--- src/sv/ipv4fhb_pkg.sv ---
`timescale 1ns / 1ps

package ipv4fhb_pkg;

    localparam logic [15:0] HDR_BYTES   = 16'd20;
    localparam logic [15:0] MTU_FLOOR   = 16'd1044;
    localparam logic [15:0] VER_IHL_TOS = 16'h4500;
    localparam logic [15:0] PIECE_MASK  = 16'hFFF8;

    // controller states
    typedef enum logic [2:0] {
        ST_IDLE,
        ST_CHECK,
        ST_SETUP,
        ST_SUM,
        ST_EMIT
    } ctl_state_t;

    // header words folded into the checksum, one per step
    typedef enum logic [2:0] {
        SW_TOTAL_LEN,
        SW_IDENT,
        SW_FLAGS_OFF,
        SW_TTL_PROTO,
        SW_SRC_HI,
        SW_SRC_LO,
        SW_DST_HI,
        SW_DST_LO
    } sum_word_t;

    typedef struct packed {
        logic [15:0] payload_length;
        logic [31:0] source_address;
        logic [31:0] dest_address;
        logic [7:0]  proto_number;
        logic [7:0]  time_to_live;
        logic [31:0] gateway_address;
        logic [12:0] base_frag_offset;
        logic        more_in;
        logic [15:0] ident_in;
        logic        last_frag_in;
        logic        direct_bcast;
    } req_t;

    typedef struct packed {
        logic [15:0] data_start;
        logic [15:0] total_len;
        logic [15:0] ident_out;
        logic        more_frag_flag;
        logic [12:0] frag_offset_out;
        logic [31:0] source_out;
        logic [15:0] header_checksum;
        logic [31:0] next_hop;
        logic        is_broadcast;
        logic        last_piece;
    } hdr_t;

    typedef struct packed {
        logic      capture;
        logic      setup;
        logic      sum_step;
        sum_word_t sum_word;
        logic      emit;
        logic      last;
    } dp_cmd_t;

    typedef struct packed {
        logic ttl_zero;
        logic final_piece;
        logic out_free;
    } dp_sts_t;

endpackage

--- src/sv/ipv4_fragment_header_builder_unit.sv ---
`timescale 1ns / 1ps

// ipv4 fragment header builder: takes one send request per accepted item and
// emits one 20-byte header descriptor item per fragment (none when ttl is
// zero), with the last descriptor of a request marked by tlast. a request
// is first accepted and checked; each fragment then has a setup step, the
// shared 16-bit ones' complement adder that folds the eight header words
// into the checksum one word per cycle, and a load of the output register
// that waits while the output side stalls; a request yields up to 64
// fragments. the output register lets the next request be accepted while
// the final descriptor still waits.
// configuration: mtu at byte address 0 (values below 1044 act as 1044),
// interface address at byte address 4; write only while the block is idle.

module ipv4_fragment_header_builder_unit
    import ipv4fhb_pkg::*;
#(
    parameter int MAX_FRAGMENTS = 64
)
(
    input  logic         clk,
    input  logic         rst_n,
    // apb configuration port
    input  logic         psel,
    input  logic         penable,
    input  logic         pwrite,
    input  logic [2:0]   paddr,
    input  logic [31:0]  pwdata,
    output logic [31:0]  prdata,
    output logic         pready,
    // request stream
    input  logic         s_axis_tvalid,
    output logic         s_axis_tready,
    // payload_length[15:0], source_address[47:16], dest_address[79:48],
    // proto_number[87:80], time_to_live[95:88], gateway_address[127:96],
    // base_frag_offset[140:128], more_in[141], ident_in[157:142],
    // last_frag_in[158], zero pad[159]
    input  logic [159:0] s_axis_tdata,
    // direct_bcast[0]
    input  logic [0:0]   s_axis_tuser,
    // header descriptor stream
    output logic         m_axis_tvalid,
    input  logic         m_axis_tready,
    // data_start[15:0], total_len[31:16], ident_out[47:32],
    // more_frag_flag[48], frag_offset_out[61:49], source_out[93:62],
    // header_checksum[109:94], next_hop[141:110], zero pad[143:142]
    output logic [143:0] m_axis_tdata,
    // is_broadcast[0]
    output logic [0:0]   m_axis_tuser,
    // last_piece
    output logic         m_axis_tlast
);

    logic [15:0] mtu_reg;
    logic [31:0] iface_reg;
    logic        cfg_wr;

    req_t        req;
    hdr_t        hdr;
    dp_cmd_t     cmd;
    dp_sts_t     sts;

    // configuration registers, word index taken from paddr[2]
    assign pready = 1'b1;
    assign cfg_wr = psel && penable && pwrite && pready;

    always_ff @(posedge clk or negedge rst_n)
    begin
        if (!rst_n)
        begin
            mtu_reg   <= 16'd1500;
            iface_reg <= 32'd0;
        end
        else if (cfg_wr)
        begin
            if (paddr[2])
            begin
                iface_reg <= pwdata;
            end
            else
            begin
                mtu_reg <= pwdata[15:0];
            end
        end
    end

    // reads of unaligned addresses return zero
    always_comb
    begin
        if (paddr[1:0] != 2'b00)
        begin
            prdata = 32'd0;
        end
        else if (paddr[2])
        begin
            prdata = iface_reg;
        end
        else
        begin
            prdata = {16'd0, mtu_reg};
        end
    end

    // unpack the request item
    assign req.payload_length   = s_axis_tdata[15:0];
    assign req.source_address   = s_axis_tdata[47:16];
    assign req.dest_address     = s_axis_tdata[79:48];
    assign req.proto_number     = s_axis_tdata[87:80];
    assign req.time_to_live     = s_axis_tdata[95:88];
    assign req.gateway_address  = s_axis_tdata[127:96];
    assign req.base_frag_offset = s_axis_tdata[140:128];
    assign req.more_in          = s_axis_tdata[141];
    assign req.ident_in         = s_axis_tdata[157:142];
    assign req.last_frag_in     = s_axis_tdata[158];
    assign req.direct_bcast     = s_axis_tuser[0];

    ipv4fhb_controller #(
        .MAX_FRAGMENTS (MAX_FRAGMENTS)
    ) u_ctl (
        .clk      (clk),
        .rst_n    (rst_n),
        .in_valid (s_axis_tvalid),
        .in_ready (s_axis_tready),
        .sts      (sts),
        .cmd      (cmd)
    );

    ipv4fhb_datapath u_dp (
        .clk               (clk),
        .rst_n             (rst_n),
        .mtu               (mtu_reg),
        .interface_address (iface_reg),
        .req               (req),
        .cmd               (cmd),
        .sts               (sts),
        .out_ready         (m_axis_tready),
        .out_valid         (m_axis_tvalid),
        .out_hdr           (hdr)
    );

    // pack the descriptor item
    assign m_axis_tdata = {2'b00,
                           hdr.next_hop,
                           hdr.header_checksum,
                           hdr.source_out,
                           hdr.frag_offset_out,
                           hdr.more_frag_flag,
                           hdr.ident_out,
                           hdr.total_len,
                           hdr.data_start};
    assign m_axis_tuser = hdr.is_broadcast;
    assign m_axis_tlast = hdr.last_piece;

    // the input is closed again once a request has been accepted
    a_busy_after_accept: assert property (@(posedge clk) disable iff (!rst_n)
        (s_axis_tvalid && s_axis_tready) |=> !s_axis_tready)
        else $error("input reopened right after accepting a request");

    // the output register is only loaded when it is free
    a_emit_free: assert property (@(posedge clk) disable iff (!rst_n)
        cmd.emit |-> (!m_axis_tvalid || m_axis_tready))
        else $error("descriptor overwritten before it was taken");

    // while a non-final descriptor is taken, its request is still in work
    a_busy_mid_request: assert property (@(posedge clk) disable iff (!rst_n)
        (m_axis_tvalid && m_axis_tready && !m_axis_tlast) |-> !s_axis_tready)
        else $error("new request accepted before the previous one finished");

    // descriptors never carry a total length below the header size
    a_min_len: assert property (@(posedge clk) disable iff (!rst_n)
        m_axis_tvalid |-> (hdr.total_len >= HDR_BYTES))
        else $error("total length below header size");

endmodule

--- src/sv/ipv4fhb_datapath.sv ---
`timescale 1ns / 1ps

module ipv4fhb_datapath
    import ipv4fhb_pkg::*;
(
    input  logic        clk,
    input  logic        rst_n,
    input  logic [15:0] mtu,
    input  logic [31:0] interface_address,
    input  req_t        req,
    input  dp_cmd_t     cmd,
    output dp_sts_t     sts,
    input  logic        out_ready,
    output logic        out_valid,
    output hdr_t        out_hdr
);

    req_t        req_reg;
    logic [31:0] srcw_reg;
    logic [31:0] hop_reg;
    logic        frag_reg;
    logic [15:0] piece_reg;
    logic [16:0] x_reg;
    logic [15:0] tot_reg;
    logic [15:0] ident_reg;
    logic        mf_reg;
    logic [12:0] off_reg;
    logic        final_reg;
    logic [15:0] acc_reg;
    logic [15:0] ctr_reg;
    hdr_t        out_reg;
    logic        out_valid_reg;

    logic [15:0] eff_mtu;
    logic        frag_now;
    logic [16:0] x_plus;
    logic        fin;
    logic [15:0] y;
    logic        use_ctr;
    logic [15:0] sum_word;
    logic [16:0] sum_raw;

    assign eff_mtu  = (mtu < MTU_FLOOR) ? MTU_FLOOR : mtu;
    assign frag_now = ({1'b0, req.payload_length} + {1'b0, HDR_BYTES}) > {1'b0, eff_mtu};

    assign x_plus  = x_reg + {1'b0, piece_reg};
    assign fin     = x_plus >= {1'b0, req_reg.payload_length};
    assign y       = fin ? (req_reg.payload_length - x_reg[15:0]) : piece_reg;
    assign use_ctr = !frag_reg && (req_reg.base_frag_offset == 13'd0) && !req_reg.more_in;

    always_comb
    begin
        case (cmd.sum_word)
            SW_TOTAL_LEN: sum_word = tot_reg;
            SW_IDENT:     sum_word = ident_reg;
            SW_FLAGS_OFF: sum_word = {2'b00, mf_reg, off_reg};
            SW_TTL_PROTO: sum_word = {req_reg.time_to_live, req_reg.proto_number};
            SW_SRC_HI:    sum_word = srcw_reg[31:16];
            SW_SRC_LO:    sum_word = srcw_reg[15:0];
            SW_DST_HI:    sum_word = req_reg.dest_address[31:16];
            SW_DST_LO:    sum_word = req_reg.dest_address[15:0];
            default:      sum_word = 16'd0;
        endcase
    end

    assign sum_raw = {1'b0, acc_reg} + {1'b0, sum_word};

    // request capture and per-piece work registers
    always_ff @(posedge clk)
    begin
        if (cmd.capture)
        begin
            req_reg   <= req;
            srcw_reg  <= (req.source_address != 32'd0) ? req.source_address
                                                       : interface_address;
            hop_reg   <= req.direct_bcast ? 32'd0 : req.gateway_address;
            frag_reg  <= frag_now;
            piece_reg <= (eff_mtu - HDR_BYTES) & PIECE_MASK;
            x_reg     <= 17'd0;
        end
        if (cmd.setup)
        begin
            tot_reg   <= frag_reg ? (y + HDR_BYTES)
                                  : (req_reg.payload_length + HDR_BYTES);
            ident_reg <= use_ctr ? ctr_reg : req_reg.ident_in;
            mf_reg    <= frag_reg ? (fin ? req_reg.last_frag_in : 1'b1)
                                  : (req_reg.more_in | req_reg.last_frag_in);
            off_reg   <= req_reg.base_frag_offset + x_reg[15:3];
            final_reg <= frag_reg ? fin : 1'b1;
            acc_reg   <= VER_IHL_TOS;
        end
        if (cmd.sum_step)
        begin
            // ones' complement add with end-around carry
            acc_reg <= sum_raw[15:0] + {15'd0, sum_raw[16]};
        end
        if (cmd.emit)
        begin
            out_reg.data_start      <= x_reg[15:0];
            out_reg.total_len       <= tot_reg;
            out_reg.ident_out       <= ident_reg;
            out_reg.more_frag_flag  <= mf_reg;
            out_reg.frag_offset_out <= off_reg;
            out_reg.source_out      <= srcw_reg;
            out_reg.header_checksum <= ~acc_reg;
            out_reg.next_hop        <= hop_reg;
            out_reg.is_broadcast    <= req_reg.direct_bcast;
            out_reg.last_piece      <= cmd.last;
            x_reg                   <= x_plus;
        end
    end

    always_ff @(posedge clk or negedge rst_n)
    begin
        if (!rst_n)
        begin
            ctr_reg       <= 16'd0;
            out_valid_reg <= 1'b0;
        end
        else
        begin
            if (cmd.setup && use_ctr)
            begin
                ctr_reg <= ctr_reg + 16'd1;
            end
            if (cmd.emit)
            begin
                out_valid_reg <= 1'b1;
            end
            else if (out_ready)
            begin
                out_valid_reg <= 1'b0;
            end
        end
    end

    assign sts.ttl_zero    = (req_reg.time_to_live == 8'd0);
    assign sts.final_piece = final_reg;
    assign sts.out_free    = !out_valid_reg || out_ready;

    assign out_valid = out_valid_reg;
    assign out_hdr   = out_reg;

endmodule

--- src/sv/ipv4fhb_controller.sv ---
`timescale 1ns / 1ps

module ipv4fhb_controller
    import ipv4fhb_pkg::*;
#(
    parameter int MAX_FRAGMENTS = 64
)
(
    input  logic    clk,
    input  logic    rst_n,
    input  logic    in_valid,
    output logic    in_ready,
    input  dp_sts_t sts,
    output dp_cmd_t cmd
);

    localparam int CW = (MAX_FRAGMENTS > 1) ? $clog2(MAX_FRAGMENTS) : 1;
    localparam logic [CW-1:0] LAST_N = CW'(MAX_FRAGMENTS - 1);

    ctl_state_t    state_reg;
    ctl_state_t    state_next;
    logic [2:0]    k_reg;
    logic [2:0]    k_next;
    logic [CW-1:0] n_reg;
    logic [CW-1:0] n_next;
    logic          last_hit;

    assign last_hit = sts.final_piece || (n_reg == LAST_N);

    // next state
    always_comb
    begin
        state_next = state_reg;
        case (state_reg)
            ST_IDLE:  if (in_valid) state_next = ST_CHECK;
            ST_CHECK: state_next = sts.ttl_zero ? ST_IDLE : ST_SETUP;
            ST_SETUP: state_next = ST_SUM;
            ST_SUM:   if (k_reg == 3'd7) state_next = ST_EMIT;
            ST_EMIT:
            begin
                if (sts.out_free)
                begin
                    state_next = last_hit ? ST_IDLE : ST_SETUP;
                end
            end
            default:  state_next = ST_IDLE;
        endcase
    end

    // outputs
    always_comb
    begin
        in_ready     = 1'b0;
        cmd.capture  = 1'b0;
        cmd.setup    = 1'b0;
        cmd.sum_step = 1'b0;
        cmd.sum_word = sum_word_t'(k_reg);
        cmd.emit     = 1'b0;
        cmd.last     = last_hit;
        k_next       = k_reg;
        n_next       = n_reg;
        case (state_reg)
            ST_IDLE:
            begin
                in_ready    = 1'b1;
                cmd.capture = in_valid;
                n_next      = '0;
            end
            ST_CHECK: ;
            ST_SETUP:
            begin
                cmd.setup = 1'b1;
                k_next    = 3'd0;
            end
            ST_SUM:
            begin
                cmd.sum_step = 1'b1;
                k_next       = k_reg + 3'd1;
            end
            ST_EMIT:
            begin
                cmd.emit = sts.out_free;
                if (sts.out_free)
                begin
                    n_next = n_reg + CW'(1);
                end
            end
            default: ;
        endcase
    end

    always_ff @(posedge clk or negedge rst_n)
    begin
        if (!rst_n)
        begin
            state_reg <= ST_IDLE;
            k_reg     <= 3'd0;
            n_reg     <= '0;
        end
        else
        begin
            state_reg <= state_next;
            k_reg     <= k_next;
            n_reg     <= n_next;
        end
    end

endmodule
--- config.mk ---
export PLATFORM = sky130hd
export DESIGN_NAME = ipv4_fragment_header_builder_unit
export DESIGN_NICKNAME = d
export VERILOG_FILES = /design/src/sv/ipv4fhb_pkg.sv /design/src/sv/ipv4_fragment_header_builder_unit.sv /design/src/sv/ipv4fhb_datapath.sv /design/src/sv/ipv4fhb_controller.sv
export SDC_FILE = /design/constraint.sdc
export NUM_CORES = 1
export LEC_CHECK = 0
export ABC_AREA = 1
export BUFFER_PORTS_ARGS = -buffer_cell sky130_fd_sc_hd__buf_2
export CAP_MARGIN = 20
export CORE_ASPECT_RATIO = 1.5
export CORE_UTILIZATION = 35
export CTS_BUF_LIST = sky130_fd_sc_hd__clkbuf_8
export DETAILED_ROUTE_END_ITERATION = 6
export SKIP_LAST_GASP = 1
export SYNTH_ARGS = -nofsm -noshare
export SYNTH_HDL_FRONTEND = slang
export SYNTH_HIERARCHICAL = 1
export SYNTH_SLANG_ARGS = --single-unit
--- constraint.sdc ---
create_clock -name clk -period 21 [get_ports clk]
set_input_delay 3.15 -clock clk [delete_from_list [all_inputs] [get_ports clk]]
set_output_delay 3.15 -clock clk [all_outputs]
set_load 0.01 [all_outputs]
==> metrics.txt <==
max frequency 123 MHz; Crit Path Category in2out; Cells after Synth 2169; Final HPWL DP 55.0 mm; Hold WC Path Type reg2reg; top-level I/O count 384; Fillers 6264; Top delay family on crit path buffers and inverters; area delta synth->final 18.4%; clk_skew 0.0336 ns; largest net degree at the start of global routing 80; ys flop type edfxtp_1; grt ovf 0; share of cells above drive strength 1 21.9%; CP most frequent cell buf_2; Slew Limit Fails 0; post-route cell area 26800 sq um; max cap viols 0; Die X 210 microns; arrival time at the worst endpoint 5.00 ns; Hold Startpoint u_dp/hop_reg[1]$_SDFFCE_PP0P_; final wirelength 70.4 mm; CTS buffer count 75; routed vias/inst 4.85; placed inst area 25400 sq um; critical path's slowest cell inv_1; port buffer count 376; CTS tree done; leading cell type in the layout, fill and taps excluded nand2_1; hold_ws 0.412 ns; worst-skew pair later-pin latency 0.67 ns; R2R Setup Slk 14.93 ns; WP data required 17.85 ns; Max VDD drop 67.2 uV; Reg-to-Reg Start u_ctl/k_reg[0]$_DFFE_PN0P_; setup repair bufs after CTS 0; via count 16800; detailed-route DRC error count 0; clock buffer depth 3; gpl congestion 0.943; Worst-path clk slew 0.06 ns; number of distinct library cells after synthesis 63; crit path cell chain buf_2, buf_4, inv_1, nand2_1, a21oi_1, buf_2; Worst R2R End u_dp/acc_reg[10]$_SDFFCE_PN1P_; register bit total from synthesis 469; Buf/Inv on CP 4; syn_area_per_cell 10.4 sq um; Hold Path Stages 0; Power Total 0.00390 W; number of synthesized flops with an enable pin 392; first-pass GRT wire length 103 mm; clock root cell clkbuf_8; final hold vios 0; Post-DRT Antenna Nets 0; status finished clean; DRT Pass-1 Iters 5; crit end category output port; reg2reg path depth 26; initial antenna violation count 6; asr flop ratio synth 16.4%; Initial Utilization 35.6%; Slew HR 15.3%; Worst Tran Pin Value 1.27 ns; Max Fanout on Critical Path 66; min cycle time layout 8.15 ns; max reg flops 141; # rows 113; synthesis warning total 6; CTS Hold Bufs 0; CTS Sinks 469; Cell Area, Synth 22600 sq um; full die area 65700 sq um; hold endpoint u_dp/out_hdr[3]$_DFFE_PP_; P_leak 12.1 nW; initial DRC count 1032; period utilisation layout 38.8%; post-synthesis sequential area ratio 60.5%; commonest cells after routing, fill and taps aside nand2_1, edfxtp_1, buf_2; RSZ-0062 raised after global routing false; power per cell area 146 nW/um^2; Final Worst Setup Slack 12.85 ns; wire per inst 20.4 microns; Vert. Die Dim 313 microns; final setup vio count 0; total negative slack 0 ns; nets 2885; core area 63600 sq um; H-tree Lvls 3; post-cts resize count 0; Stages on worst setup path 6; pre-CTS WS 12.84 ns; max incr delay on CP 0.85 ns; total global-route track usage 21.2%; vias in the first global route 16800; element type at the critical path start input pin
==> cell type report <==
cell class              count  area [sq um]  share of cell area, %
inverters                 341          1280                   4.78
clock buffers              77          1060                   3.95
repair buffers            395          2030                   7.56
multi-input cells        1305          7400                   27.6
diodes                      3          7.51                 0.0280
flip-flops and latches    469         13700                   51.1
clock inverters            60           319                   1.19
well taps                 805          1010                   3.76
==> metrics by stage <==
stage	std cells	utilization, %
2_1_floorplan	2172	-
3_3_place_gp	3315	40.0
3_5_place_dp	3315	40.0
4_1_cts	3452	42.1
5_1_grt	3454	42.1
6_report	3455	42.1
==> worst max path at each step <==
stage | slack, ns | endpoint | startpoint
floorplan | 4.35 | u_dp/x_reg[10]$_SDFFCE_PN0P_ | s_axis_tvalid
detailed placement | 12.84 | prdata[9] | paddr[2]
CTS | 12.84 | prdata[9] | paddr[2]
global placement | 12.85 | prdata[9] | paddr[2]
global route | 12.73 | prdata[9] | paddr[2]
finish | 12.85 | prdata[7] | paddr[2]
==> cell usage after synthesis (11+ instances only) <==
library cell | instances | area share [%]
xnor2_1 | 16 | 0.62
ha_1 | 92 | 5.1
inv_1 | 332 | 5.5
nand2_1 | 442 | 7.3
a21oi_1 | 88 | 1.9
nor2_2 | 15 | 0.41
dfrtp_1 | 70 | 7.7
edfxtp_1 | 392 | 52
xor2_1 | 68 | 2.6
clkbuf_1 | 28 | 0.46
a31oi_1 | 11 | 0.30
nor2_1 | 183 | 3.0
nand3_1 | 120 | 2.7
nand4_1 | 33 | 0.91
a221oi_1 | 20 | 0.77
o21ai_0 | 77 | 1.7
buf_2 | 15 | 0.33
nor3_1 | 20 | 0.44
==> logic make-up (layout without fill, tap and decap cells) <==
logic type	Yosys count	in the layout	share of synthesized area (%)
buffers and inverters	398	873	6.97
DFF	469	469	60.5
other	3	9	0.0497
adders and majority gates	95	95	5.35
AOI/OAI and AO/OA	249	249	6.63
and+or+nand+nor	870	870	17.1
xor gates and xnor gates	85	85	3.32
==> report_power, final <==
group	internal, W	switching [W]	total (W)
logic	0.000538	0.00115	0.00168
registers	0.00132	0.000161	0.00148
clock network	0.000359	0.000374	0.000734
total	0.00222	0.00168	0.00390
==> worst reg2reg max path, stage by stage (launching register included) <==
cell and delay, ns:
dfrtp_1 0.50, inv_1 0.19, nand3_1 0.49, o21ai_0 0.35, a221oi_1 0.73, a41oi_1 0.26
ha_1 0.43, nand2_1 0.13, nor3_1 0.17, nand2_1 0.09, o211ai_2 0.11, nand4_1 0.22
nand2_1 0.12, nand2_1 0.07, a21oi_1 0.11, or2_2 0.16, ha_1 0.18, ha_1 0.17
nand2_1 0.08, nor2_1 0.27, inv_1 0.13, nor2_2 0.24, nand2_1 0.11, nor2_1 0.16
nand3_1 0.11, a21oi_1 0.14, o21ai_0 0.10
==> metal layers <==
layer | global-route usage (%) | routed length, microns | up-vias
met5 | 0 | 0 | -
met3 | 4.10 | 3500 | 118
met4 | 10.5 | 3120 | 0
met1 | 23.3 | 27000 | 8040
met2 | 38.6 | 36800 | 493
li1 | - | - | 8115
(Power assumes the default switching activity.)
